$ cat src/hdl/huffman_tree_stream_decoder_unit_assert.svh
// assertion macros for the huffman tree stream decoder
// used by the decoder core and the top level
`ifndef HUFFMAN_TREE_STREAM_DECODER_UNIT_ASSERT_SVH
`define HUFFMAN_TREE_STREAM_DECODER_UNIT_ASSERT_SVH
// clocked property with async reset disable
`define HTSD_ASSERT(lbl, prop, msg) \
  lbl: assert property (@(posedge clk_i) disable iff (!rst_ni) (prop)) else $error(msg);
// implication checked in the following cycle
`define HTSD_ASSERT_NEXT(lbl, pre, post, msg) \
  lbl: assert property (@(posedge clk_i) disable iff (!rst_ni) (pre) |=> (post)) \
    else $error(msg);
`endif

$ cat src/hdl/htsd_pkg.sv
// shared types and constants for the huffman tree stream decoder
// no dependencies
package htsd_pkg;
  localparam int unsigned RefW = 9;
  localparam int unsigned LeafFlagBit = 8;

  typedef struct packed {
    logic [7:0] data;
    logic       start;
  } in_word_t;

  typedef struct packed {
    logic [7:0] symbol;
    logic       last;
    logic       error;
  } out_word_t;
endpackage

$ cat src/hdl/htsd_in_fifo.sv
// front queue: holds accepted input words ahead of the decoder core
// depends on htsd_pkg
module htsd_in_fifo
  import htsd_pkg::*;
(
  input  logic     clk_i,
  input  logic     rst_ni,
  input  logic     valid_i,
  output logic     ready_o,
  input  in_word_t word_i,
  output logic     valid_o,
  input  logic     ready_i,
  output in_word_t word_o
);
  in_word_t   mem_q [2];
  logic       wp_q, rp_q;
  logic [1:0] cnt_q;
  logic       push, pop;

  assign ready_o = (cnt_q != 2'd2);
  assign valid_o = (cnt_q != 2'd0);
  assign word_o  = mem_q[rp_q];
  assign push    = valid_i && ready_o;
  assign pop     = valid_o && ready_i;

  always_ff @(posedge clk_i) begin
    if (push) begin
      mem_q[wp_q] <= word_i;
    end
  end

  always_ff @(posedge clk_i or negedge rst_ni) begin
    if (!rst_ni) begin
      wp_q  <= 1'b0;
      rp_q  <= 1'b0;
      cnt_q <= 2'd0;
    end else begin
      if (push) wp_q <= ~wp_q;
      if (pop) rp_q <= ~rp_q;
      cnt_q <= cnt_q + {1'b0, push} - {1'b0, pop};
    end
  end
endmodule

$ cat config.mk
export PLATFORM = sky130hd
export DESIGN_NAME = htsd_in_fifo
export DESIGN_NICKNAME = d
export VERILOG_FILES = /design/src/hdl/huffman_tree_stream_decoder_unit_assert.svh /design/src/hdl/htsd_pkg.sv /design/src/hdl/htsd_in_fifo.sv
export SDC_FILE = /design/constraint.sdc
export NUM_CORES = 1
export LEC_CHECK = 0
export BUFFER_PORTS_ARGS = -buffer_cell sky130_fd_sc_hd__buf_4
export CAP_MARGIN = 15
export CORE_MARGIN = 4
export CORE_UTILIZATION = 49
export CTS_CLUSTER_SIZE = 25
export DETAILED_ROUTE_END_ITERATION = 7
export GPL_TIMING_DRIVEN = 0
export PLACE_DENSITY = 0.76
export SLEW_MARGIN = 20
export SYNTH_ARGS = -nofsm -noshare
export SYNTH_HDL_FRONTEND = slang
export SYNTH_SLANG_ARGS = --single-unit
$ cat constraint.sdc
create_clock -name clk_i -period 2.27 [get_ports clk_i]
set_input_delay 0.227 -clock clk_i [delete_from_list [all_inputs] [get_ports clk_i]]
set_output_delay 0.227 -clock clk_i [all_outputs]
set_load 0.1 [all_outputs]
-- Word level (Yosys, flattened, before mapping)
Memory sizes are Yosys's and may differ from the RTL's.
Index checks and enable logic that the tools add are counted.
- equality and inequality tests: 1
- reductions and logical operators: 3
- bitwise gates (word level): 2
- muxes and demuxes: 2
- add/subtract/negate cells: 2
- operator list (cell ; count):
    $add 2x1->2 ; 1
    $logic_and 1x1->1 ; 2
    $mux 1 ; 2
    $ne 2x2->1 const B ; 1
    $not 1->1 ; 2
    $reduce_bool 2->1 ; 1
    $sub 2x1->2 ; 1
- register bits: 4
- logic and storage cells: 14
- memory bits (writable): 18
- memories kept: 1
- output and inout bits: 11
- memories (memory ; depth ; bits a word ; read ports ; clocked after Yosys merged registers in ; wr ports ; line ; source):
    mem_q ; 2 ; 9 ; 1 ; 0 ; 1 ; htsd_in_fifo.sv:15 ; in_word_t mem_q [2];

-- Depth between registers and ports, before layout
Gate-level depths: netlist of run 1.
- depth in word-level cells: 4
- depth in mapped cells: 7
- gate-level depth less buffers: 7

-- Worst setup path before layout of run 1
Ideal clock, no wire load.
- path type: flip-flop to flip-flop
- from: register cnt_q[0]
- to: register cnt_q[1]
- arrival time: 2.144 ns
- buffers on the path: 0
- stages on the path, launching flop included: 8
- setup slack: 0.004 ns
- path through: dfrtp_1 > nand2b_1 > nand2_1 > ha_1 > inv_1 > ha_1 > xnor2_1 > xnor2_1
- cells in the longest elaborated chain, start to end: 4
- ends and longest elaborated chain (element ; line ; source):
    start: declaration ; htsd_in_fifo.sv:17 ; logic [1:0] cnt_q;
    start signal: assignment ; htsd_in_fifo.sv:40 ; cnt_q <= cnt_q + {1'b0, push} - {1'b0, pop};
    $ne 2x2->1 ; htsd_in_fifo.sv:20 ; assign ready_o = (cnt_q != 2'd2);
    net ready_o ; htsd_in_fifo.sv:9 ; output logic ready_o,
    $logic_and 1x1->1 ; htsd_in_fifo.sv:23 ; assign push = valid_i && ready_o;
    $add 2x1->2 ; htsd_in_fifo.sv:40 ;
    $sub 2x1->2 ; htsd_in_fifo.sv:40 ;
The timed path passes the listed nets, and every way through them passes these cells.
A chain may end at the register's enable or synchronous reset.

-- Worst setup path after layout of run 1
- from: register cnt_q[1]
- to: register cnt_q[1]
- RTL lines (element ; line ; source):
    $reduce_bool 2->1 ; htsd_in_fifo.sv:21 ; assign valid_o = (cnt_q != 2'd0);
    $logic_and 1x1->1 ; htsd_in_fifo.sv:24 ; assign pop = valid_o && ready_i;
    net pop ; htsd_in_fifo.sv:18 ; logic push, pop;
    $sub 2x1->2 ; htsd_in_fifo.sv:40 ;
The timed path passes the listed nets, and every way through them passes these cells.

==> reports/metrics.sh, run 1 <==
TIMING.CRITICAL_PATH.FROM_TYPE='register'
HOLD_END='mem_q[0][2]'
GLOBAL_ROUTE.USAGE.TOTAL_PCT=12.0
POSTSYNTHNETCOUNT=60
CTSHOLDBUFFERS=1
MAX_SLEW_MARGIN_PCT=48.5
SETUP_TNS_NS=0
DRT_WL_TOTAL_UM=1280
MAXCLOCKFREQUENCY_MHz=580
POST_DETAILED_ROUTE_DRC_MARKER_COUNT=0
INITIAL_ANTENNA_VIOLATION_COUNT=0
SYN-INSTANCE-COUNT=45
FP.DIEAREA_UM2=2450
ROUTE.ANTENNA.REMAINING_NETS=0
CTS_TREE='built'
YOSYS.CELL_COUNT.TOP_TYPE='sky130_fd_sc_hd__edfxtp_1'
SYNTHADDERAREAFRAC_PCT=2.96
REGTOREGSETUPSLACK_NS=0.55
MAX_CAP_VIOLATIONS=0
WORSTPATHARRIVAL_NS=1.94
NUMBER_OF_REGISTER_BITS_INFERRED_BY_SYNTHESIS=22
STARTPOINT='cnt_q[1]'
REPORT.FINAL.HOLD_VIOL_COUNT=0
DRIVE_ABOVE_1_SHARE_PCT=38.4
SYNTH_SEQUENTIAL_AREA_RATIO_PCT=75.7
DETAILROUTE.VIA_COUNT=470
CTS_RESIZED=0
YS_DOMINANT_REG_CELL='sky130_fd_sc_hd__edfxtp_1'
PATH_CLK_SLEW_NS=0.11
TIMING.RR.START='cnt_q[1]'
SYNTH.LIB_CELLS_USED.DISTINCT=14
DRTPASS1ITERATIONS=2
OUTCOME='complete, no violations'
FINALWORSTPATHREQUIREDPERIOD_NS=1.72
FIN_NETS=89
YOSYS.AREA_SHARE.XOR_XNOR_PCT=4.14
CRIT_TYPE='register to register'
HOLD_PATH_CLASS='primary input to register'
GLOBAL_ROUTE.OVERFLOW_TOTAL=0
AREA.GROWTH.SYNTH_TO_FINAL_PCT=27.1
CLK-INSERTION-DELAY-LATE_NS=0.29
DIE_WIDTH_UM=49.5
DIEHEIGHT_UM=49.5
CAPTURING_POINT_OF_THE_WORST_REG2REG_PATH='cnt_q[1]'
GRT_MAX_DEGREE=13
SYNTH.TOP_CELLS.BY_AREA='sky130_fd_sc_hd__edfxtp_1, sky130_fd_sc_hd__mux2_1, sky130_fd_sc_hd__dfrtp_1'
INITIAL_UTILIZATION_PCT=53.7
AVGSYNTHCELLAREA_UM2=18.8
SIMPLE_GATE_SHARE_OF_THE_SYNTHESIZED_AREA_PCT=4.14
CTS_MADE_BUFFERS=3
TOP_CELL_TYPE_BY_TOTAL_AREA_AFTER_SYNTHESIS='sky130_fd_sc_hd__edfxtp_1'
GRT_PASS1_WL_UM=2220
ANTENNA_CELLS=0
TRITONCTS_NUM_SINKS=22
SYN_AREA_UM2=846
WL_PER_CELL_UM=14.4
DETAIL_ROUTED_VIA_COUNT_PER_CELL=5.28
GLOBAL_PLACEMENT_ROUTABILITY_CONGESTION=0.668
CP_MAX_FO=3
TIMING.REG2REG.WORST_PATH_DEPTH=7
SYNTH_MUX_AREA_SHARE_PCT=12.0
IOS=24
FINAL.PERIOD_UTILIZATION_PCT=75.9
CTS_BUFFER_DEPTH=2
WORST_HOLD_STARTPOINT='word_i[2]'
DOMINANT_COMBINATIONAL_CELL_FAMILY_BY_AREA_AFTER_SYNTHESIS='multiplexers'
DR.FIRST_ITER.DRC_COUNT=2
CORE-AREA_UM2=1580
CTS-HTREE-LEVELS=1
RSZ0062_AT_GRT='no'
TIMING.CRITICAL_PATH.TO_TYPE='register'
WORST_SLEW_PIN_SLEW_NS=0.769
SHARE_OF_YOSYS_CELL_AREA_CLAIMED_BY_THE_TOP_AREA_CELL_TYPE_PCT=63.9
SYNTH-ASYNC-RESET-RATIO_PCT=18.2
FINALSETUPVIOLATIONS=0
WORST_CLOCK_SKEW_NS=0.00126
POST-CTS-SETUP-BUFFERS=0
PLACEMENT.IO_BUFFERS=23
FP-ROW-COUNT=14
SYNTH_WARNINGS=0
NUMBER_OF_ENABLE_TYPE_REGISTER_CELLS_IN_THE_SYNTHESIZED_NETLIST=18
WORSTHOLDPATHCELLS=1
SYNTH.TOP_CELLS.BY_COUNT='sky130_fd_sc_hd__edfxtp_1, sky130_fd_sc_hd__mux2_1, sky130_fd_sc_hd__dfrtp_1'
WP_DATA_REQUIRED_NS=2.49
FINAL-MAX-SLEW-VIOLATION-COUNT=0
SYNTH_COMPOUND_GATE_AREA_SHARE_PCT=0
CLOCK_TREE.ROOT_CELL='sky130_fd_sc_hd__clkbuf_4'
VIA_COUNT_OF_THE_FIRST_GLOBAL_ROUTING_PASS=512
-- registers in the layout, indices dropped and copies added (netlist names) --
register	cells
rp_q	1
mem_q	18
wp_q	1
cnt_q	2
-- routing by layer --
metal	track usage, %	wire (µm)
met2	21.1	688
met3	3.31	69
met4	5.53	9
met5	0	0
met1	13.2	512
-- kinds of logic after synthesis --
group / after synthesis
DFF: 22
muxes: 9
and+or+nand+nor: 6
xor gates and xnor gates: 4
buffers and inverters: 2
adders and majority gates: 2
-- worst max-delay path, stage by stage, from the launching register on --
cell and delay (ns):
sky130_fd_sc_hd__dfrtp_1 0.42, sky130_fd_sc_hd__or2_1 0.25, sky130_fd_sc_hd__and2_4 0.17, sky130_fd_sc_hd__ha_1 0.27, sky130_fd_sc_hd__inv_1 0.04, sky130_fd_sc_hd__ha_1 0.18
sky130_fd_sc_hd__xnor2_1 0.18, sky130_fd_sc_hd__xnor2_1 0.15
-- layout make-up --
type                    instances  area [µm²]
clock inverters                 1        3.75
repair buffers                 24         183
well taps                      16        20.0
fillers                       122         502
inverters                       1        3.75
clock buffers                   3        22.5
flip-flops and latches         22         641
multi-input cells              21         196
plain buffers                   1        5.00
-- cells in the final DEF (no fill, tap or decap), types with 2 or more instances in the layout --
master                     count
sky130_fd_sc_hd__buf_4        23
sky130_fd_sc_hd__edfxtp_1     18
sky130_fd_sc_hd__mux2_1        9
sky130_fd_sc_hd__dfrtp_1       4
sky130_fd_sc_hd__xnor2_1       3
sky130_fd_sc_hd__clkbuf_4      3
sky130_fd_sc_hd__ha_1          2
-- metrics by stage --
stage | util (%) | instances | cell area (µm²) | hold slack (ns) | setup slack, ns
after floorplan | - | 45 | 846 | -0.0686 | 0.00374
after global placement | 65.9 | 84 | 1040 | 0.0266 | 0.613
after detailed placement | 65.9 | 84 | 1040 | 0.0292 | 0.600
after CTS | 68.2 | 89 | 1070 | 0.0996 | 0.523
after global routing | 68.2 | 89 | 1070 | 0.0868 | 0.406
final | 68.2 | 89 | 1070 | 0.109 | 0.547
-- worst max-delay path by stage --
stage,endpoint,depth (start not counted),slack (ns)
after global routing,mem_q[0][2],3,0.41
after global placement,cnt_q[1],7,0.61
final,cnt_q[1],7,0.55
after floorplan,cnt_q[1],7,0.004
after CTS,cnt_q[1],7,0.52
after detailed placement,cnt_q[1],7,0.60
Power of run 1 is not shown: default switching activity piles up to over one toggle a cycle in this logic, so the estimate is an artifact.
==> run 2, diff against run 1 <==
clock period = 1.8 ns   (was 2.27 ns; I/O delays follow)
==> run 2 against run 1 <==
  * First-iteration DRC count up 50%
  * Final area grew 0.93%
  * Sequential share of layout area down 0.55 points
  * Hold slack worse by 0.056 ns
==> reports/metrics.sh, run 2 (synthesis results as in run 1) <==
MAXUSEDROUTINGLAYER='met4'  # unchanged
WORST_SLEW_PIN_SLEW_NS=0.807  # was 0.769 ns
SETUP_TNS_NS=0  # unchanged
DETAILROUTE.VIA_COUNT=461  # was 470
CRIT_TYPE='register to register'  # unchanged
WP_DATA_REQUIRED_NS=2.03  # was 2.49 ns
TRITONCTS_NUM_SINKS=22  # unchanged
POST-CTS-SETUP-BUFFERS=0  # unchanged
GRT_MAX_DEGREE=13  # unchanged
ROUTEDLENGTHMET1_UM=520  # was 512 µm
OUTCOME='complete, no violations'  # unchanged
HPWLAFTERDP_UM=949
MET3_WIRELENGTH_UM=67  # was 69 µm
MAXCLOCKFREQUENCY_MHz=594  # was 580 MHz
FIN_NETS=89  # unchanged
IOS=24  # unchanged
MAX_CAP_VIOLATIONS=0  # unchanged
REPORT.FINAL.HOLD_VIOL_COUNT=0  # unchanged
PATH_BUF_INV=1  # unchanged
GRT_PASS1_WL_UM=2170  # was 2220 µm
DETAILROUTE.WIRELENGTH.MET2_UM=699  # was 688 µm
PLACE.DETAILED.INSTANCES=84  # unchanged
HOLD_PATH_CLASS='primary input to register'  # unchanged
GLOBAL_ROUTE.USAGE.TOTAL_PCT=12.2  # was 12.0%
CLOCK_TREE.ROOT_CELL='sky130_fd_sc_hd__clkbuf_4'  # unchanged
FINAL_CELL_MIX='sky130_fd_sc_hd__buf_4, sky130_fd_sc_hd__edfxtp_1, sky130_fd_sc_hd__mux2_1'  # unchanged
DETAIL_ROUTED_VIA_COUNT_PER_CELL=5.18  # was 5.28
DRIVE_ABOVE_1_SHARE_PCT=41.1  # was 38.4%
TIMING.CRITICAL_PATH.FROM_TYPE='register'  # unchanged
CP_TOP_FAMILY='flip-flops'  # was adder cells
FINAL-MAX-SLEW-VIOLATION-COUNT=0  # unchanged
DRT_WL_TOTAL_UM=1320  # was 1280 µm
GLOBAL_PLACEMENT_ROUTABILITY_CONGESTION=0.613  # was 0.668
WORSTPATHARRIVAL_NS=1.92  # was 1.94 ns
FP-ROW-COUNT=14  # unchanged
ANTENNA_CELLS=0  # unchanged
CP_CELL_SEQUENCE='or2_4 -> and2_4 -> ha_1 -> inv_1 -> ha_1 -> xnor2_1 -> xnor2_1'  # was or2_1 -> and2_4 -> ha_1 -> inv_1 -> ha_1 -> xnor2_1 -> xnor2_1
FINALSETUPVIOLATIONS=0  # unchanged
VIA_COUNT_OF_THE_FIRST_GLOBAL_ROUTING_PASS=477  # was 512
SLOWEST_STAGE='sky130_fd_sc_hd__dfrtp_1'  # unchanged
MAX_SLEW_MARGIN_PCT=46.0  # was 48.5%
LARGEST-REGISTER='mem_q'  # unchanged
TIMING.CRITICAL_PATH.TO_TYPE='register'  # unchanged
CP_MAX_FO=3  # unchanged
CTS_BUFFER_DEPTH=2  # unchanged
DRTPASS1ITERATIONS=3  # was 2
DIE_WIDTH_UM=49.5  # unchanged
CTS_RESIZED=0  # unchanged
PATH_CLK_SLEW_NS=0.11  # about the same
CTS_MADE_BUFFERS=3  # unchanged
RSZ0062_AT_GRT='no'  # unchanged
PLACEMENT.IO_BUFFERS=23  # unchanged
CORE-AREA_UM2=1580  # unchanged
LAYOUT.CELLS.MOST_COMMON='sky130_fd_sc_hd__buf_4'  # unchanged
GLOBAL_ROUTE.OVERFLOW_TOTAL=0  # unchanged
LARGEST_REGISTER_FF_COUNT=18  # unchanged
CRITICAL_PATH.MAX_STAGE_DELAY_NS=0.45  # was 0.42 ns
FINAL-INSTANCE-COUNT-EXCL-FILL=89  # unchanged
INITIAL_UTILIZATION_PCT=53.7  # unchanged
WL_PER_CELL_UM=14.8  # was 14.4 µm
INITIAL_ANTENNA_VIOLATION_COUNT=0  # unchanged
FINALCOREUTILIZATION_PCT=68.8  # was 68.2%
ROUTE.ANTENNA.REMAINING_NETS=0  # unchanged
FINAL.PERIOD_UTILIZATION_PCT=93.6  # was 75.9%
CLK-INSERTION-DELAY-LATE_NS=0.30  # was 0.29 ns
FINALWORSTPATHREQUIREDPERIOD_NS=1.68  # was 1.72 ns
N_FILL_CELL=122  # unchanged
CTS_TREE='built'  # unchanged
DR.FIRST_ITER.DRC_COUNT=3  # was 2
AREA.GROWTH.SYNTH_TO_FINAL_PCT=28.3  # was 27.1%
FP.DIEAREA_UM2=2450  # unchanged
WORST_CLOCK_SKEW_NS=0.00293  # was 0.00126 ns
DIEHEIGHT_UM=49.5  # unchanged
CTS-HTREE-LEVELS=1  # unchanged
REGISTERS_WITH_THE_MOST_FLIP_FLOPS='mem_q x18, cnt_q x2'  # unchanged
POST_DETAILED_ROUTE_DRC_MARKER_COUNT=0  # unchanged
[run 2: cell types whose count changed in the layout (fill, tap and decap cells not counted)]
cell	previous run	this run
sky130_fd_sc_hd__clkinv_1	1	0
sky130_fd_sc_hd__nand2b_1	1	0
sky130_fd_sc_hd__nand2b_4	0	1
sky130_fd_sc_hd__or2_4	0	1
sky130_fd_sc_hd__or2_1	1	0
sky130_fd_sc_hd__clkbuf_1	0	1
[run 2: what timing repair did]
item / 4_1_cts / 5_1_grt
hold buffers: 1 / 0
endpoints found under the hold margin: 4 / 0
setup endpoints to repair: 0 / 0
[run 2: worst paths after layout]
path                            from           to  slack (ns)  cells after the start
setup / recovery            cnt_q[1]     cnt_q[1]        0.12                      7
hold / removal             word_i[4]  mem_q[1][4]        0.05                      1
min in group asynchronous     rst_ni     cnt_q[0]        0.20                      2
hold reg to reg                 wp_q         wp_q        0.50                      1
max in group asynchronous     rst_ni     cnt_q[1]        1.49                      2
setup reg to reg            cnt_q[1]     cnt_q[1]        0.12                      7
[run 2: layout make-up]
| class | count | area, µm² | area share, % |
|---|---|---|---|
| Timing Repair Buffer | 24 | 183 | 16.8 |
| Multi-Input combinational cell | 21 | 206 | 19.0 |
| Tap cell | 16 | 20.0 | 1.85 |
| Buffer | 1 | 5.00 | 0.461 |
| Clock buffer | 4 | 26.3 | 2.42 |
| Sequential cell | 22 | 641 | 59.1 |
| Inverter | 1 | 3.75 | 0.346 |
[run 2: routing by layer]
metal	GRT usage [%]	vias up
li1	-	219
met1	13.5	224
met2	21.1	14
met3	3.01	4
met4	6.91	0
met5	0	-
[run 2: worst reg2reg max path, stage by stage (launching register included)]
cell and delay, ns:
sky130_fd_sc_hd__dfrtp_1 0.45, sky130_fd_sc_hd__or2_4 0.25, sky130_fd_sc_hd__and2_4 0.14, sky130_fd_sc_hd__ha_1 0.27
sky130_fd_sc_hd__inv_1 0.04, sky130_fd_sc_hd__ha_1 0.18, sky130_fd_sc_hd__xnor2_1 0.16, sky130_fd_sc_hd__xnor2_1 0.13
[run 2: stage by stage]
step | setup slack, ns | area, µm² | hold slack [ns]
after CTS | 0.108 | 1080 | 0.0414
after floorplan | 0.000909 | 856 | -0.116
after global placement | 0.138 | 1050 | -0.0189
after global routing | 0.0330 | 1080 | 0.0359
final | 0.116 | 1080 | 0.0534
after detailed placement | 0.134 | 1050 | -0.0144
Power of run 2 is left out for the same reason.
==> run 3, diff against run 2 <==
CELL_PAD_IN_SITES_DETAIL_PLACEMENT = 1   (was default)
CELL_PAD_IN_SITES_GLOBAL_PLACEMENT = 2   (was default)
CORE_UTILIZATION = 34   (was 49)
CTS_CLUSTER_SIZE = default   (was 25)
PLACE_DENSITY = default   (was 0.76)
PLACE_DENSITY_LB_ADDON = 0.1   (was default)
REMOVE_ABC_BUFFERS = 1   (was default)
==> run 3 against run 2 <==
  * Wire length increased by 0.38%
  * Critical path depth did not move
  * Register-to-register slack is essentially flat
  * Sequential share of layout area barely moved
  * Flip-flop and latch count stayed put
  * Hold slack better by 0.0050 ns
  * Non-clock buffer count shrank 1
  * Maximum frequency about the same
  * Final cell count up 12%
  * Global-route usage is 3.0 points lower
  * Critical path type unchanged
  * Critical endpoint unchanged
==> reports/metrics.sh, run 3 (synthesis results as in run 1) <==
OUTCOME='complete, no violations'  # unchanged
LARGEST_REGISTER_FF_COUNT=18  # unchanged
POST_DETAILED_ROUTE_DRC_MARKER_COUNT=0  # unchanged
PATH_CLK_SLEW_NS=0.12  # was 0.11 ns
WORST_HOLD_STARTPOINT='word_i[5]'  # was word_i[4]
REPORT.FINAL.HOLD_VIOL_COUNT=0  # unchanged
GLOBAL_ROUTE.USAGE.TOTAL_PCT=9.21  # was 12.2%
FP.DIEAREA_UM2=3350  # was 2450 µm²
FINALWORSTPATHREQUIREDPERIOD_NS=1.68  # about the same
FINAL-MAX-SLEW-VIOLATION-COUNT=0  # unchanged
DRT_WL_TOTAL_UM=1320  # about the same
POST-ROUTE-WORST-SETUP-SLACK_NS=0.116  # about the same
FINALSETUPVIOLATIONS=0  # unchanged
REGISTERS_WITH_THE_MOST_FLIP_FLOPS='mem_q x18, cnt_q x2'  # unchanged
CTS-HTREE-LEVELS=1  # unchanged
CLOCK_TREE.ROOT_CELL='sky130_fd_sc_hd__clkbuf_4'  # unchanged
DR.FIRST_ITER.DRC_COUNT=8  # was 3
TIMING.CRITICAL_PATH.FROM_TYPE='register'  # unchanged
WORST_CLOCK_SKEW_NS=0.0149  # was 0.00293 ns
TIMING.REG2REG.WORST_PATH_DEPTH=7  # unchanged
WORST_SLEW_PIN_SLEW_NS=0.758  # was 0.807 ns
CP_MAX_FO=3  # unchanged
HPWLAFTERDP_UM=1040  # was 949 µm
TIMING.RR.START='cnt_q[1]'  # unchanged
GLOBAL_ROUTE.OVERFLOW_TOTAL=0  # unchanged
FP-ROW-COUNT=17  # was 14
WL_PER_CELL_UM=13.2  # was 14.8 µm
INITIAL_UTILIZATION_PCT=36.8  # was 53.7%
DIEHEIGHT_UM=57.9  # was 49.5 µm
PLACEMENT.SETUP.WORST_SLACK_NS=0.113  # was 0.134 ns
GLOBAL_PLACEMENT_ROUTABILITY_CONGESTION=0.645  # was 0.613
LAYOUT.CELLS.MOST_COMMON='sky130_fd_sc_hd__buf_4'  # unchanged
CLK-INSERTION-DELAY-LATE_NS=0.30  # about the same
DRIVE_ABOVE_1_SHARE_PCT=38.9  # was 41.1%
GRT_PASS1_WL_UM=2300  # was 2170 µm
TIMING.CRITICAL_PATH.TO_TYPE='register'  # unchanged
HOLD_PATH_CLASS='primary input to register'  # unchanged
LARGEST-REGISTER='mem_q'  # unchanged
N_FILL_CELL=245  # was 122
DRTPASS1ITERATIONS=4  # was 3
MAXCLOCKFREQUENCY_MHz=594  # about the same
TRITONCTS_NUM_SINKS=22  # unchanged
MULTI_INPUT_AREA_UM2=196  # was 206 µm²
DIE_WIDTH_UM=57.9  # was 49.5 µm
INITIAL_ANTENNA_VIOLATION_COUNT=0  # unchanged
WORSTPATHARRIVAL_NS=1.90  # was 1.92 ns
PLACEMENT.IO_BUFFERS=23  # unchanged
GRT_MAX_DEGREE=13  # unchanged
CTS_MADE_BUFFERS=3  # unchanged
FINAL.PERIOD_UTILIZATION_PCT=93.5  # was 93.6%
ANTENNA_CELLS=0  # unchanged
WP_DATA_REQUIRED_NS=2.01  # was 2.03 ns
MAX_CAP_VIOLATIONS=0  # unchanged
HOLD_END='mem_q[0][5]'  # was mem_q[1][4]
AREA.GROWTH.SYNTH_TO_FINAL_PCT=28.4  # was 28.3%
DETAIL_ROUTED_VIA_COUNT_PER_CELL=4.48  # was 5.18
CRIT_TYPE='register to register'  # unchanged
CTS_BUFFER_DEPTH=2  # unchanged
WORSTHOLDPATHCELLS=1  # unchanged
CTS_TREE='built'  # unchanged
VIA_COUNT_OF_THE_FIRST_GLOBAL_ROUTING_PASS=517  # was 477
DETAILROUTE.VIA_COUNT=448  # was 461
ROUTE.ANTENNA.REMAINING_NETS=0  # unchanged
IOS=24  # unchanged
FINAL-SEQ-AREA_UM2=642  # was 641 µm²
CAPTURING_POINT_OF_THE_WORST_REG2REG_PATH='cnt_q[1]'  # unchanged
CORE-AREA_UM2=2300  # was 1580 µm²
FINAL_CELL_MIX='sky130_fd_sc_hd__buf_4, sky130_fd_sc_hd__edfxtp_1, sky130_fd_sc_hd__mux2_1'  # unchanged
FIN_NETS=88  # was 89
MAX_SLEW_MARGIN_PCT=49.2  # was 46.0%
RSZ0062_AT_GRT='no'  # unchanged
REGTOREGSETUPSLACK_NS=0.12  # about the same
-- run 3: cell types whose count changed in the layout (fill, tap and decap cells not counted) --
cell                       change
sky130_fd_sc_hd__or2_4         -1
sky130_fd_sc_hd__or2_1         +1
sky130_fd_sc_hd__dfrtp_1       -1
sky130_fd_sc_hd__nand2b_1      +1
sky130_fd_sc_hd__dfrtp_2       +1
sky130_fd_sc_hd__nand2b_4      -1
sky130_fd_sc_hd__buf_2         -1
-- run 3: how the worst max path moves through the flow --
| stage | from | end | slack, ns | cells past startpoint |
|---|---|---|---|---|
| after floorplan | cnt_q[0] | cnt_q[1] | -0.47 | 7 |
| after global placement | cnt_q[1] | cnt_q[1] | 0.13 | 7 |
| after detailed placement | cnt_q[1] | cnt_q[1] | 0.11 | 7 |
| after CTS | rp_q | word_o[0] | 0.04 | 2 |
| after global routing | cnt_q[1] | cnt_q[1] | 0.006 | 7 |
| final | cnt_q[1] | cnt_q[1] | 0.12 | 7 |
-- run 3: final cells by class --
class                           count  share of cell area (%)
Multi-Input combinational cell     21                    18.1
Sequential cell                    22                    59.1
Timing Repair Buffer               24                    16.8
Clock buffer                        4                    2.42
Tap cell                           28                    3.23
Inverter                            1                   0.346
-- run 3: repair_timing --
item	4_1_cts	5_1_grt
gates resized for setup	0	1
setup endpoints to repair	0	9
hold buffers	1	0
buffers inserted	0	0
endpoints found under the hold margin	4	0
-- run 3: worst max-delay path: stages, from the launching register on --
cell                      delay, ns
sky130_fd_sc_hd__dfrtp_1       0.42
sky130_fd_sc_hd__or2_1         0.25
sky130_fd_sc_hd__and2_4        0.17
sky130_fd_sc_hd__ha_1          0.27
sky130_fd_sc_hd__inv_1         0.04
sky130_fd_sc_hd__ha_1          0.18
sky130_fd_sc_hd__xnor2_1       0.16
sky130_fd_sc_hd__xnor2_1       0.13
-- run 3: stage by stage --
step	hold WS, ns	std cells	setup TNS, ns	area, µm²	util, %
2_1_floorplan	-0.116	44	-5.66	841	-
3_3_place_gp	-0.0199	95	0	1050	45.6
3_5_place_dp	-0.0199	95	0	1050	45.6
4_1_cts	0.0525	100	0	1080	47.2
5_1_grt	0.0346	100	0	1090	47.3
6_report	0.0584	100	0	1090	47.3
-- run 3: per-layer routing --
| metal | vias up | GRT usage [%] | routed length (µm) |
|---|---|---|---|
| met5 | - | 0 | 0 |
| met4 | 0 | 3.97 | 0 |
| met3 | 0 | 3.34 | 88 |
| met2 | 15 | 15.2 | 691 |
| met1 | 216 | 10.8 | 542 |
| li1 | 217 | - | - |
Power of run 3 is left out for the same reason.
